**config.mk**
```make
export PLATFORM = sky130hd
export DESIGN_NAME = rds_group_text_decoder
export DESIGN_NICKNAME = d
export VERILOG_FILES = /design/src/design/rgtd_pkg.sv /design/src/design/rgtd_station_store.sv /design/src/design/rgtd_text_store.sv /design/src/design/rds_group_text_decoder.sv
export SDC_FILE = /design/constraint.sdc
export NUM_CORES = 1
export LEC_CHECK = 0
export ABC_AREA = 0
export BUFFER_PORTS_ARGS = -buffer_cell sky130_fd_sc_hd__buf_2
export CAP_MARGIN = 15
export CORE_MARGIN = 2
export CORE_UTILIZATION = 50
export DETAILED_ROUTE_END_ITERATION = 16
export HOLD_SLACK_MARGIN = 0.12
export PLACE_DENSITY = 0.77
export SLEW_MARGIN = 10
export SYNTH_ARGS = -nofsm -noshare
export SYNTH_HDL_FRONTEND = slang
export SYNTH_SLANG_ARGS = --single-unit
```
**constraint.sdc**
```tcl
create_clock -name aclk -period 3.4 [get_ports aclk]
set_clock_uncertainty 0.05 [all_clocks]
set_input_delay 0.68 -clock aclk [delete_from_list [all_inputs] [get_ports aclk]]
set_output_delay 0.68 -clock aclk [all_outputs]
set_load 0.02 [all_outputs]
```
**src/design/rgtd_pkg.sv**
```systemverilog
package rgtd_pkg;

    localparam int STATION_LEN = 8;
    localparam int TEXT_LEN    = 64;
    localparam int TEXT_LANES  = 4;
    localparam int TEXT_ROWS   = TEXT_LEN / TEXT_LANES;

    localparam int CHAR_W      = 7;
    localparam int IDX_W       = 6;
    localparam int STATION_W   = $clog2(STATION_LEN);
    localparam int ROW_W       = $clog2(TEXT_ROWS);
    localparam int LANE_W      = $clog2(TEXT_LANES);

    localparam logic [3:0] GTYPE_STATION = 4'h0;
    localparam logic [3:0] GTYPE_TEXT    = 4'h2;

    localparam logic [7:0] CHAR_CR       = 8'h0D;
    localparam logic [7:0] CHAR_LOW      = 8'h10;
    localparam logic [7:0] CHAR_HIGH     = 8'h7F;

    typedef enum logic [1:0] {
        ACT_GROUP        = 2'd0,
        ACT_READ_STATION = 2'd1,
        ACT_READ_TEXT    = 2'd2,
        ACT_CLEAR_TEXT   = 2'd3
    } action_t;

    typedef enum logic [1:0] {
        SRC_NONE,
        SRC_STATION,
        SRC_TEXT
    } read_src_t;

    typedef struct packed {
        logic             wr;
        logic [1:0]       pair;
        logic [15:0]      chars;
        logic [IDX_W-1:0] rd_index;
    } station_cmd_t;

    typedef struct packed {
        logic             wr;
        logic             clr;
        logic [ROW_W-1:0] row;
        logic [31:0]      chars;
        logic [IDX_W-1:0] rd_index;
    } text_cmd_t;

    function automatic logic byte_ok(input logic [7:0] v);
        return ((v >= CHAR_LOW) && (v <= CHAR_HIGH)) || (v == CHAR_CR);
    endfunction

endpackage

```
**src/design/rgtd_station_store.sv**
```systemverilog
module rgtd_station_store (
    input  logic                            aclk,
    input  logic                            aresetn,
    input  logic                            en,
    input  rgtd_pkg::station_cmd_t          cmd,
    output logic [rgtd_pkg::CHAR_W-1:0]     rd_char
);
    import rgtd_pkg::*;

    logic [CHAR_W-1:0]    chars_reg [STATION_LEN];
    logic [CHAR_W-1:0]    rd_char_reg;
    logic [STATION_W-1:0] pos_hi;
    logic [STATION_W-1:0] pos_lo;
    logic                 in_range;

    assign pos_hi   = {cmd.pair, 1'b0};
    assign pos_lo   = {cmd.pair, 1'b1};
    assign in_range = (cmd.rd_index[IDX_W-1:STATION_W] == '0);

    always_ff @(posedge aclk) begin
        if (!aresetn) begin
            for (int i = 0; i < STATION_LEN; i++) begin
                chars_reg[i] <= '0;
            end
        end else if (en && cmd.wr) begin
            if (byte_ok(cmd.chars[15:8])) begin
                chars_reg[pos_hi] <= cmd.chars[14:8];
            end
            if (byte_ok(cmd.chars[7:0])) begin
                chars_reg[pos_lo] <= cmd.chars[6:0];
            end
        end
    end

    always_ff @(posedge aclk) begin
        if (en) begin
            rd_char_reg <= in_range ? chars_reg[cmd.rd_index[STATION_W-1:0]] : '0;
        end
    end

    assign rd_char = rd_char_reg;

endmodule

```
**src/design/rgtd_text_store.sv**
```systemverilog
module rgtd_text_store (
    input  logic                            aclk,
    input  logic                            aresetn,
    input  logic                            en,
    input  rgtd_pkg::text_cmd_t             cmd,
    output logic [rgtd_pkg::CHAR_W-1:0]     rd_char
);
    import rgtd_pkg::*;

    logic [TEXT_LEN-1:0]   valid_reg;
    logic [TEXT_LEN-1:0]   valid_next;
    logic [TEXT_LANES-1:0] lane_we;
    logic [CHAR_W-1:0]     rd_word_reg [TEXT_LANES];
    logic [LANE_W-1:0]     rd_lane_reg;
    logic                  rd_valid_reg;
    logic [ROW_W-1:0]      rd_row;

    assign rd_row = cmd.rd_index[IDX_W-1:LANE_W];

    always_comb begin
        for (int k = 0; k < TEXT_LANES; k++) begin
            lane_we[k] = en && cmd.wr && byte_ok(cmd.chars[31-8*k -: 8]);
        end
    end

    generate
        for (genvar k = 0; k < TEXT_LANES; k++) begin : g_lane
            logic [CHAR_W-1:0] mem [TEXT_ROWS];

            always_ff @(posedge aclk) begin
                if (lane_we[k]) begin
                    mem[cmd.row] <= cmd.chars[30-8*k -: CHAR_W];
                end
            end

            always_ff @(posedge aclk) begin
                if (en) begin
                    rd_word_reg[k] <= mem[rd_row];
                end
            end
        end
    endgenerate

    always_comb begin
        valid_next = valid_reg;
        if (en && cmd.clr) begin
            valid_next = '0;
        end else begin
            for (int k = 0; k < TEXT_LANES; k++) begin
                if (lane_we[k]) begin
                    valid_next[{cmd.row, LANE_W'(k)}] = 1'b1;
                end
            end
        end
    end

    always_ff @(posedge aclk) begin
        if (!aresetn) begin
            valid_reg <= '0;
        end else begin
            valid_reg <= valid_next;
        end
    end

    always_ff @(posedge aclk) begin
        if (en) begin
            rd_lane_reg  <= cmd.rd_index[LANE_W-1:0];
            rd_valid_reg <= valid_reg[cmd.rd_index];
        end
    end

    assign rd_char = rd_valid_reg ? rd_word_reg[rd_lane_reg] : '0;

endmodule

```
**src/design/rds_group_text_decoder.sv**
```systemverilog
// channel  ports        fields from bit 0 up
// s_       tdata[55:0]  block_b[15:0] block_c[31:16] block_d[47:32] char_index[53:48]
// s_       tuser[2:0]   action[1:0] group_ready[2]
// m_       tdata[15:0]  status[0] text_segment[6:1] read_char[13:7]
//
// one item per cycle while m_tready holds; a taken item reaches the output through
// the input register, then the result register with the registered store reads
// reset clears both stores at once through flip-flops and per-character valid bits
// a stalled result holds in the result register while one more item waits in
// the input register
module rds_group_text_decoder (
    input  logic        aclk,
    input  logic        aresetn,
    input  logic        s_tvalid,
    output logic        s_tready,
    input  logic [55:0] s_tdata,   // block_b, block_c, block_d, char_index
    input  logic [2:0]  s_tuser,   // action, group_ready
    output logic        m_tvalid,
    input  logic        m_tready,
    output logic [15:0] m_tdata    // status, text_segment, read_char
);
    import rgtd_pkg::*;

    logic             in_valid_reg;
    logic             in_valid_next;
    action_t          in_action_reg;
    logic             in_ready_reg;
    logic [15:0]      in_b_reg;
    logic [15:0]      in_c_reg;
    logic [15:0]      in_d_reg;
    logic [IDX_W-1:0] in_idx_reg;

    logic             out_valid_reg;
    logic             out_valid_next;
    logic             status_reg;
    logic             status_next;
    read_src_t        src_reg;
    read_src_t        src_next;
    logic [IDX_W-1:0] segment_reg;
    logic [IDX_W-1:0] segment_next;

    logic             advance;
    logic             step;
    logic             s_accept;
    logic             group_in;
    logic             is_station;
    logic             is_text;

    station_cmd_t      st_cmd;
    text_cmd_t         tx_cmd;
    logic [CHAR_W-1:0] st_char;
    logic [CHAR_W-1:0] tx_char;
    logic [CHAR_W-1:0] read_char;

    assign advance  = !out_valid_reg || m_tready;
    assign step     = advance && in_valid_reg;
    assign s_tready = !in_valid_reg || advance;
    assign s_accept = s_tvalid && s_tready;

    assign group_in   = (in_action_reg == ACT_GROUP) && in_ready_reg;
    assign is_station = group_in && (in_b_reg[15:12] == GTYPE_STATION);
    assign is_text    = group_in && (in_b_reg[15:12] == GTYPE_TEXT);

    always_comb begin
        st_cmd.wr       = is_station;
        st_cmd.pair     = in_b_reg[1:0];
        st_cmd.chars    = in_d_reg;
        st_cmd.rd_index = in_idx_reg;

        tx_cmd.wr       = is_text;
        tx_cmd.clr      = (in_action_reg == ACT_CLEAR_TEXT);
        tx_cmd.row      = in_b_reg[ROW_W-1:0];
        tx_cmd.chars    = {in_c_reg, in_d_reg};
        tx_cmd.rd_index = in_idx_reg;
    end

    rgtd_station_store u_station (
        .aclk    (aclk),
        .aresetn (aresetn),
        .en      (step),
        .cmd     (st_cmd),
        .rd_char (st_char)
    );

    rgtd_text_store u_text (
        .aclk    (aclk),
        .aresetn (aresetn),
        .en      (step),
        .cmd     (tx_cmd),
        .rd_char (tx_char)
    );

    always_comb begin
        in_valid_next = in_valid_reg;
        if (s_accept) begin
            in_valid_next = 1'b1;
        end else if (advance) begin
            in_valid_next = 1'b0;
        end
    end

    always_comb begin
        out_valid_next = out_valid_reg;
        status_next    = status_reg;
        src_next       = src_reg;
        segment_next   = segment_reg;
        if (advance) begin
            out_valid_next = in_valid_reg;
        end
        if (step) begin
            status_next = is_station || is_text;
            case (in_action_reg)
                ACT_READ_STATION: src_next = SRC_STATION;
                ACT_READ_TEXT:    src_next = SRC_TEXT;
                default:          src_next = SRC_NONE;
            endcase
            if (is_text) begin
                segment_next = {in_b_reg[ROW_W-1:0], {LANE_W{1'b0}}};
            end
        end
    end

    always_ff @(posedge aclk) begin
        if (!aresetn) begin
            in_valid_reg  <= 1'b0;
            out_valid_reg <= 1'b0;
            segment_reg   <= '0;
        end else begin
            in_valid_reg  <= in_valid_next;
            out_valid_reg <= out_valid_next;
            segment_reg   <= segment_next;
        end
    end

    always_ff @(posedge aclk) begin
        if (s_accept) begin
            in_action_reg <= action_t'(s_tuser[1:0]);
            in_ready_reg  <= s_tuser[2];
            in_b_reg      <= s_tdata[15:0];
            in_c_reg      <= s_tdata[31:16];
            in_d_reg      <= s_tdata[47:32];
            in_idx_reg    <= s_tdata[53:48];
        end
        status_reg <= status_next;
        src_reg    <= src_next;
    end

    always_comb begin
        case (src_reg)
            SRC_STATION: read_char = st_char;
            SRC_TEXT:    read_char = tx_char;
            default:     read_char = '0;
        endcase
    end

    assign m_tvalid = out_valid_reg;
    assign m_tdata  = {2'b00, read_char, segment_reg, status_reg};

endmodule

```
-- After elaboration in Yosys (flattened, before gate mapping)
Memories as Yosys holds them, arrays and structs flattened. A register that Yosys moved wholly into a read port is not among the register bits.
Cells that the tools add are included.
- register bits: 133
- memories kept: 6
- memory bits (writable): 532
- output and inout port bits: 18
- logic and storage cells: 142
- input bits: 63
- memories (name ; depth ; width ; rd ports ; clocked after Yosys merged registers in ; wr ports ; line ; source):
    u_text.g_lane[0].mem ; 16 ; 7 ; 1 ; 1 ; 1 ; rgtd_text_store.sv:28 ; logic [CHAR_W-1:0] mem [TEXT_ROWS];
    u_text.g_lane[1].mem ; 16 ; 7 ; 1 ; 1 ; 1 ; rgtd_text_store.sv:28 ;
    u_text.g_lane[2].mem ; 16 ; 7 ; 1 ; 1 ; 1 ; rgtd_text_store.sv:28 ;
    u_text.g_lane[3].mem ; 16 ; 7 ; 1 ; 1 ; 1 ; rgtd_text_store.sv:28 ;
    u_station.chars_reg ; 8 ; 7 ; 1 ; 1 ; 8 ; rgtd_station_store.sv:10 ; logic [CHAR_W-1:0] chars_reg [STATION_LEN];
    u_text.rd_word_reg ; 4 ; 7 ; 1 ; 1 ; 4 ; rgtd_text_store.sv:13 ; logic [CHAR_W-1:0] rd_word_reg [TEXT_LANES];
- bitwise gates (word level): 5
- muxes and demuxes: 52
- $lt $le $gt $ge: 17
- reduce and logical (&&, ||, !) cells: 38
- eq/ne operators: 10
- operators with widths (cell ; count):
    $mux W64 ; 7
    $or A64 B61 Y64 ; 1
    $or A64 B62 Y64 ; 1
    $or A64 B63 Y64 ; 1
    $or A64 B64 Y64 ; 1
    $lt A6 B7 Y1 const B ; 5
    $eq A8 B4 Y1 const B ; 4
    $ge A8 B5 Y1 const B ; 4
    $le A8 B7 Y1 const B ; 4
    $mux W1 ; 28
    $ge A6 B1 Y1 const B ; 4
    $mux W7 ; 3
    $logic_and A1 B1 Y1 ; 20
    $demux W1 S4 ; 4
    $mux W4 ; 4
    $pmux W7 S2 ; 1
    $reduce_or A7 Y1 ; 2
    $logic_or A1 B1 Y1 ; 7
    $bmux W1 S6 ; 1
    $eq A2 B2 Y1 const B ; 3
    $mux W3 ; 2
    $eq A2 B1 Y1 const B ; 2
    $eq A4 B2 Y1 const B ; 1
    $logic_not A4 Y1 ; 1
    other kinds (9) ; 11

-- Logic depth before layout (Yosys ltp)
Gate-level depths: netlist of run 1.
- depth after elaboration: 15
- mapped depth: 7
- depth with buffers taken out: 5

-- Modules after synthesis
From an unflattened synthesis of run 1, not the netlist that was laid out.
- cell total of the unflattened synthesis: 1288
- area total of the unflattened synthesis: 25714.7 um2
- modules (own cells, without submodules) (module ; cells each ; sequential area each (um2) ; instances ; area each (um2)):
    rgtd_text_store ; 955 ; 15705.1 ; 1 ; 20764.9
    rgtd_station_store ; 220 ; 1891.8 ; 1 ; 2942.8
    rds_group_text_decoder ; 113 ; 1681.6 ; 1 ; 2006.9

-- Worst setup path after synthesis of run 1
OpenSTA, ideal clock, no wires.
- kind: input to register
- from: input m_tready
- to: register in_action_reg[0], enable pin
- slack: 0.883 ns
- data arrival time: 2.063 ns
- buffers on the path: 0
- stages on the path: 4
- data required time: 2.947 ns
- setup time: 0.403 ns
- path through: nor2b_1 > nand2_1 > nand2_1 > inv_1
- longest elaborated chain between the ends: 3
- ends and longest elaborated chain (item ; line ; source):
    from (decl) ; rds_group_text_decoder.sv:19 ; input logic m_tready,
    $logic_or A1 B1 Y1 ; rds_group_text_decoder.sv:55 ; assign advance = !out_valid_reg || m_tready;
    $logic_or A1 B1 Y1 ; rds_group_text_decoder.sv:57 ; assign s_tready = !in_valid_reg || advance;
    named net s_tready ; rds_group_text_decoder.sv:15 ; output logic s_tready,
    $logic_and A1 B1 Y1 ; rds_group_text_decoder.sv:58 ; assign s_accept = s_tvalid && s_tready;
    to (signal assigned) ; rds_group_text_decoder.sv:137 ; in_action_reg <= action_t'(s_tuser[1:0]);
    to (decl) ; rds_group_text_decoder.sv:26 ; action_t in_action_reg;
The timed path passes the listed nets, and every way through them passes these cells.
A chain may end at the register's enable or synchronous reset.

==> results of run 1 <==
per-stage QoR:
stage               area [µm²]  total power [mW]  hold slack, ns
floorplan                26300              9.93           0.382
global placement         27900              10.3           0.392
detailed placement       27900              10.3           0.402
CTS                      29900              17.2           0.181
global route             29900              17.5           0.178
finish                   29900              17.0           0.212
routing by layer:
layer	share of wire, %	global-route usage (%)	vias to the layer above
met1	38	29.6	7058
met5	0.022	0	-
met3	9.0	6.12	131
met4	3.2	8.06	2
met2	50	37.0	717
li1	-	-	5809
power by group through the flow:
| stage | Clock, mW | Combinational, mW | Sequential (mW) |
|---|---|---|---|
| floorplan | 0 | 0.622 | 9.31 |
| global placement | 0 | 0.946 | 9.34 |
| detailed placement | 0 | 0.970 | 9.35 |
| CTS | 7.01 | 0.979 | 9.17 |
| global route | 7.32 | 1.03 | 9.18 |
| finish | 6.89 | 0.973 | 9.17 |
area by class of cell:
cell class                      instances  area share (%)
Inverter                                5          0.0627
Clock inverter                         32           0.853
Tap cell                              680            2.84
Clock buffer                           86            5.87
Sequential cell                       670            64.7
Timing Repair Buffer                  166            3.90
Multi-Input combinational cell        596            21.8
cells in the final DEF, fill, tap and decap left out, types with 2 or more instances in the layout:
cell | synthesis | layout
conb_1 | 1 | 4
a21boi_0 | 4 | 4
and2_1 | 58 | 58
a41oi_1 | 64 | 64
nor2b_1 | 9 | 9
a21o_1 | 2 | 2
buf_2 | 21 | 66
bufinv_16 | 0 | 3
nand3_1 | 15 | 15
nand4b_1 | 4 | 4
edfxtp_1 | 594 | 594
inv_6 | 0 | 6
inv_1 | 5 | 3
dfxtp_4 | 0 | 2
nand2b_1 | 17 | 17
nor2_1 | 154 | 154
mux4_2 | 170 | 170
clkbuf_1 | 49 | 17
buf_4 | 6 | 93
a22oi_1 | 7 | 7
buf_12 | 0 | 7
a21oi_1 | 6 | 5
o21ai_0 | 4 | 4
mux2_2 | 7 | 7
ha_1 | 2 | 2
dfxtp_1 | 76 | 73
nand4_1 | 2 | 2
or2_2 | 2 | 2
nor4_1 | 3 | 3
mux4_1 | 8 | 8
clkbuf_8 | 0 | 3
mux2i_1 | 10 | 10
nor3_1 | 10 | 10
nand2_1 | 17 | 17
clkinv_2 | 0 | 8
clkinv_1 | 0 | 14
clkbuf_16 | 0 | 66
nor4_2 | 6 | 6
critical path, stage by stage, from the launching register on:
cell	delay (ns)
dfxtp_1	0.60
mux4_2	0.62
a22oi_1	0.42
nor2_1	0.08
buf_2	0.17
worst max path at each step:
stage / cells after the start / end / slack [ns]
floorplan: 4 / in_action_reg[0] / 0.88
global placement: 5 / u_text.g_lane[2].mem[5][5] / 0.52
detailed placement: 5 / u_text.g_lane[2].mem[7][4] / 0.43
CTS: 4 / m_tdata[8] / 0.16
global route: 4 / m_tdata[13] / 0.03
finish: 4 / m_tdata[11] / 0.17
synthesized netlist by cell type, types with 10 or more instances:
master    number
buf_1         10
nand2_1       17
clkbuf_1      49
nand3_1       15
mux4_2       170
nand2b_1      17
buf_2         21
edfxtp_1     594
dfxtp_1       76
and2_1        58
nor3_1        10
a41oi_1       64
nor2_1       154
mux2i_1       10
cell families after synthesis:
kind of cell | share of synthesized area [%]
and+or+nand+nor | 5.65
adders and majority gates | 0.0953
other | 0.0143
buffers and inverters | 1.55
muxes | 16.1
AOI/OAI and AO/OA | 2.90
DFF | 73.7
==> impl_metrics.csv, run 1 <==
group,metric,value,unit
yosys,yosysWarnings,0,
critical_path,reg2regPathDepth,4,
power_and_ir_drop,p_leak,9.81,nW
timing,finalSetupViolations,0,
floorplanning,row_count,83,
power_and_ir_drop,p_seq_share,53.8,%
critical_path,path_class,"reg -> out",
finish,regArea,0.0194,mm²
yosys,synthCells,1356,
critical_path,rr_endpoint,"u_text.g_lane[2].mem[13][5]",
finish,syn_to_final_growth,14.0,%
floorplanning,dieWidth,233,µm
finish,n_antenna_cell,0,
worst_hold_path,min_from,"s_tdata[40]",
critical_path,reg2reg_slack,0.42,ns
power_and_ir_drop,power.switching,3.66,mW
yosys,ys_seq_elements,670,
timing,finalSetupTns,0,ns
finish,fill_cells,3637,
timing,timing.final.max_slew_violations,0,
timing,hold_viol,0,
worst_hold_path,hold_depth,1,
cts,clock_path_buffers,3,
yosys,ys_types,44,
finish,multiInputGateArea,0.00652,mm²
yosys,yosysTopAreaCell,"edfxtp_1",
cts,cts_buffers,66,
global_routing,grt_pass1_wl,89.3,mm
route,vias,13717,
floorplanning,pin_count,81,
critical_path,crit_required,2.67,ns
timing,min_period,3.23,ns
cts,clk_latency,0.60,ns
global_routing,antenna_found_initial,1,
route,antenna_left,0,
finish,drive_gt1_share,28.7,%
cts,tritoncts,"built",
critical_path,cp_max_fo,7,
power_and_ir_drop,p_int,13.4,mW
outcome,status,"finished clean",
critical_path,worst_setup_path_start_kind,"flip-flop",
cts,cts_resized,0,
floorplanning,start_util,50.9,%
global_routing,grt_max_degree,113,
route,dr.pass1.iters,6,
floorplanning,die_area,0.0544,mm²
floorplanning,fp.dieH,233,µm
power_and_ir_drop,switching_share,21.5,%
timing,rsz0062_at_grt,"false",
job,drv_cap,0,
timing,finalWorstSetupSlack,0.175,ns
finish,largest_register_ffs,448,
global_routing,grt_pass1_vias,14135,
route,drtIter0Drc,1652,
place,hpwl,37.3,mm
yosys,synth.top_cell.area_share,67.9,%
timing,slew_headroom,42.2,%
power_and_ir_drop,max-vdd-ir-drop,348,µV
yosys,synthArstFlopShare,0,%
worst_hold_path,hold-path-endpoint,"in_d_reg[8]",
yosys,seq_area_frac_synth,73.7,%
route,drcViolationCount,0,
cts,cts_sinks,670,
timing,worst_pin_slew,0.867,ns
power_and_ir_drop,power_frac_comb,5.7,%
yosys,synthesis.area,0.0263,mm²
critical_path,cp.arrival,2.50,ns
power_and_ir_drop,clock_power_share,40.5,%
critical_path,r2r_start,"in_action_reg[0]",
finish,post-route-util,58.0,%
cts,clockRootBuffer,"clkbuf_16",
place,place_ws,0.434,ns
cts,path_clk_slew,0.06,ns
timing,period_share,94.9,%
finish,final_net_count,1570,
timing,fmax,0.310,GHz
global_routing,grt-ovfl-total,0,
route,avgRoutedWirePerCell,26.9,µm
place,port-buffer-count,66,
yosys,syn_avg_cell_area,19.4,µm²
critical_path,cp-end-kind,"output pin",
power_and_ir_drop,p_per_area,569,mW/mm²
finish,final_cells,2235,
route,routed_wirelength,60.2,mm
cts,post_cts_buffers,0,
global_routing,grt_use_total,22.7,%
place,globalplace.congestion,0.817,
yosys,ys.flop_type,"edfxtp_1",
worst_hold_path,hp-class,"in -> reg",
cts,holdBufCountCts,0,
route,via_per_inst,6.14,
yosys,synth_edf_count,594,
yosys,synthTopCellsByArea,"edfxtp_1 68%, mux4_2 15%, dfxtp_1 5.8%",
cts,ctsHtreeMaxLevel,3,
place,place_inst,2117,
floorplanning,core-area,0.0516,mm²
Note: power is estimated with default switching activity, not from simulation.
==> inputs of run 2 (changes only) <==
--- a/config.mk
+++ b/config.mk
@@ -9,10 +9,11 @@
 export BUFFER_PORTS_ARGS = -buffer_cell sky130_fd_sc_hd__buf_2
 export CAP_MARGIN = 15
 export CORE_MARGIN = 2
-export CORE_UTILIZATION = 50
+export CORE_UTILIZATION = 30
+export CTS_BUF_LIST = sky130_fd_sc_hd__clkbuf_2 sky130_fd_sc_hd__clkbuf_4 sky130_fd_sc_hd__clkbuf_8
 export DETAILED_ROUTE_END_ITERATION = 16
 export HOLD_SLACK_MARGIN = 0.12
-export PLACE_DENSITY = 0.77
+export PLACE_DENSITY = 0.55
 export SLEW_MARGIN = 10
 export SYNTH_ARGS = -nofsm -noshare
 export SYNTH_HDL_FRONTEND = slang
==> run 2 against run 1 <==
Against the previous run: power is 1.4% higher; hold slack got worse by 0.020 ns; flip-flop and latch count did not move; first-iteration DRC count decreased by 24%; routed wire length rose by 8.2%; critical endpoint is now m_tdata[9]; highest routed layer is now met4.
==> impl_metrics.csv, run 2 (synthesis gave the netlist of run 1 again) <==
group,metric,value,unit
outcome,status,"finished clean",
cts,clockRootBuffer,"clkbuf_8",
global_routing,grt_max_degree,69,
finish,largest_register_ffs,448,
power_and_ir_drop,p_per_area,552,mW/mm²
floorplanning,core-area,0.0868,mm²
timing,finalSetupTns,0,ns
floorplanning,start_util,30.3,%
power_and_ir_drop,p_leak,10.3,nW
critical_path,endpoint,"m_tdata[9]",
timing,slew_headroom,39.4,%
critical_path,path_class,"reg -> out",
finish,final_net_count,1677,
route,vias,13892,
power_and_ir_drop,p_total,17.3,mW
critical_path,worst_setup_path_start_kind,"flip-flop",
global_routing,grt_pass1_vias,14633,
global_routing,grt_pass1_wl,95.9,mm
critical_path,cp_max_fo,7,
floorplanning,fp.dieH,300,µm
timing,finalSetupViolations,0,
route,drcViolationCount,0,
power_and_ir_drop,switching_share,22.5,%
finish,syn_to_final_growth,19.2,%
power_and_ir_drop,clock_power_share,40.8,%
finish,mostFrequentLayoutCells,"594 x edfxtp_1, 170 x mux4_2, 154 x nor2_1, 113 x buf_4, 108 x clkbuf_8",
power_and_ir_drop,p_int,13.4,mW
route,antenna_left,0,
route,avgRoutedWirePerCell,22.8,µm
critical_path,reg2regPathDepth,5,
cts,cts_sinks,670,
route,drtIter0Drc,1260,
timing,timing.final.max_slew_violations,0,
finish,drive_gt1_share,32.1,%
finish,mostFrequentLayoutCell,"edfxtp_1",
place,hpwl,41.6,mm
cts,cts_buffers,105,
finish,multiInputGateArea,0.00652,mm²
floorplanning,dieWidth,300,µm
cts,path_clk_slew,0.06,ns
finish,regArea,0.0194,mm²
cts,clk_latency,0.71,ns
global_routing,antenna_found_initial,1,
floorplanning,die_area,0.0899,mm²
worst_hold_path,hp-class,"in -> reg",
place,globalplace.congestion,0.793,
global_routing,grt_use_total,14.5,%
critical_path,rr_endpoint,"u_text.g_lane[0].mem[13][6]",
timing,min_period,3.26,ns
timing,worst_pin_slew,0.908,ns
critical_path,cp.arrival,2.53,ns
floorplanning,row_count,108,
cts,clock_path_buffers,3,
route,via_per_inst,4.87,
place,port-buffer-count,66,
finish,n_antenna_cell,0,
timing,period_share,95.8,%
route,dr.pass1.iters,5,
timing,fmax,0.307,GHz
critical_path,crit_required,2.67,ns
timing,rsz0062_at_grt,"false",
critical_path,r2r_start,"in_c_reg[9]",
worst_hold_path,min_from,"s_tvalid",
floorplanning,pin_count,81,
critical_path,cp-end-kind,"output pin",
global_routing,grt-ovfl-total,0,
critical_path,reg2reg_slack,0.71,ns
timing,finalWorstSetupSlack,0.144,ns
worst_hold_path,hold_depth,3,
finish,fill_cells,8121,
route,routed_wirelength,65.1,mm
cts,ctsHtreeMaxLevel,3,
job,drv_cap,0,
timing,hold_viol,0,
power_and_ir_drop,p_seq_share,53.2,%
power_and_ir_drop,power.switching,3.89,mW
cts,tritoncts,"built",
power_and_ir_drop,power_frac_comb,6.0,%
place,place_ws,0.583,ns
power_and_ir_drop,max-vdd-ir-drop,310,µV
## run 2: metrics by stage
stage	instance area, µm²	utilization, %	hold WS (ns)	instances
finish	31300	36.1	0.191	2853
global route	31300	36.1	0.139	2853
CTS	31300	36.1	0.136	2853
detailed placement	28700	33.0	0.409	2611
global placement	28700	33.0	0.393	2611
floorplan	26300	-	0.382	1359
## run 2: per-layer routing
metal / vias up / global-route usage (%) / routed length, µm
li1: 6047 / - / -
met1: 7325 / 19.5 / 28100
met2: 431 / 24.2 / 32400
met3: 89 / 2.83 / 3520
met4: 0 / 3.43 / 1140
met5: - / 0 / 0
## run 2: worst min path at each step
stage / to / slack (ns)
final: in_valid_reg / 0.19
after detailed placement: u_text.valid_reg[15] / 0.41
after global routing: in_valid_reg / 0.14
after global placement: u_text.valid_reg[15] / 0.39
after floorplan: u_text.valid_reg[13] / 0.38
after CTS: in_valid_reg / 0.14
## run 2: worst max-delay path, stage by stage, from the launching register on
cell	delay (ns)
dfxtp_2	0.48
mux4_2	0.61
a22oi_1	0.46
nor2_1	0.11
buf_2	0.18
## run 2: layout make-up
class                           count  area share [%]
Clock buffer                      133            5.35
Timing Repair Buffer              234            5.71
Tap cell                         1155            4.62
Inverter                            5          0.0599
Clock inverter                     60            1.57
Multi-Input combinational cell    596            20.8
Sequential cell                   670            61.9
## run 2: power by group through the flow
stage	sequential [mW]	combinational [mW]	clock, mW
6_report	9.19	1.04	7.05
5_1_grt	9.20	1.11	7.59
4_1_cts	9.19	1.07	7.23
3_5_place_dp	9.36	1.01	0
3_3_place_gp	9.36	1.00	0
2_1_floorplan	9.31	0.622	0
## run 2: repair_timing
action / CTS / global route
endpoints found under the hold margin: 51 / 0
gates resized for setup: 1 / 0
hold buffers: 49 / 0
setup endpoints to repair: 4 / 0
buffers inserted: 0 / 0
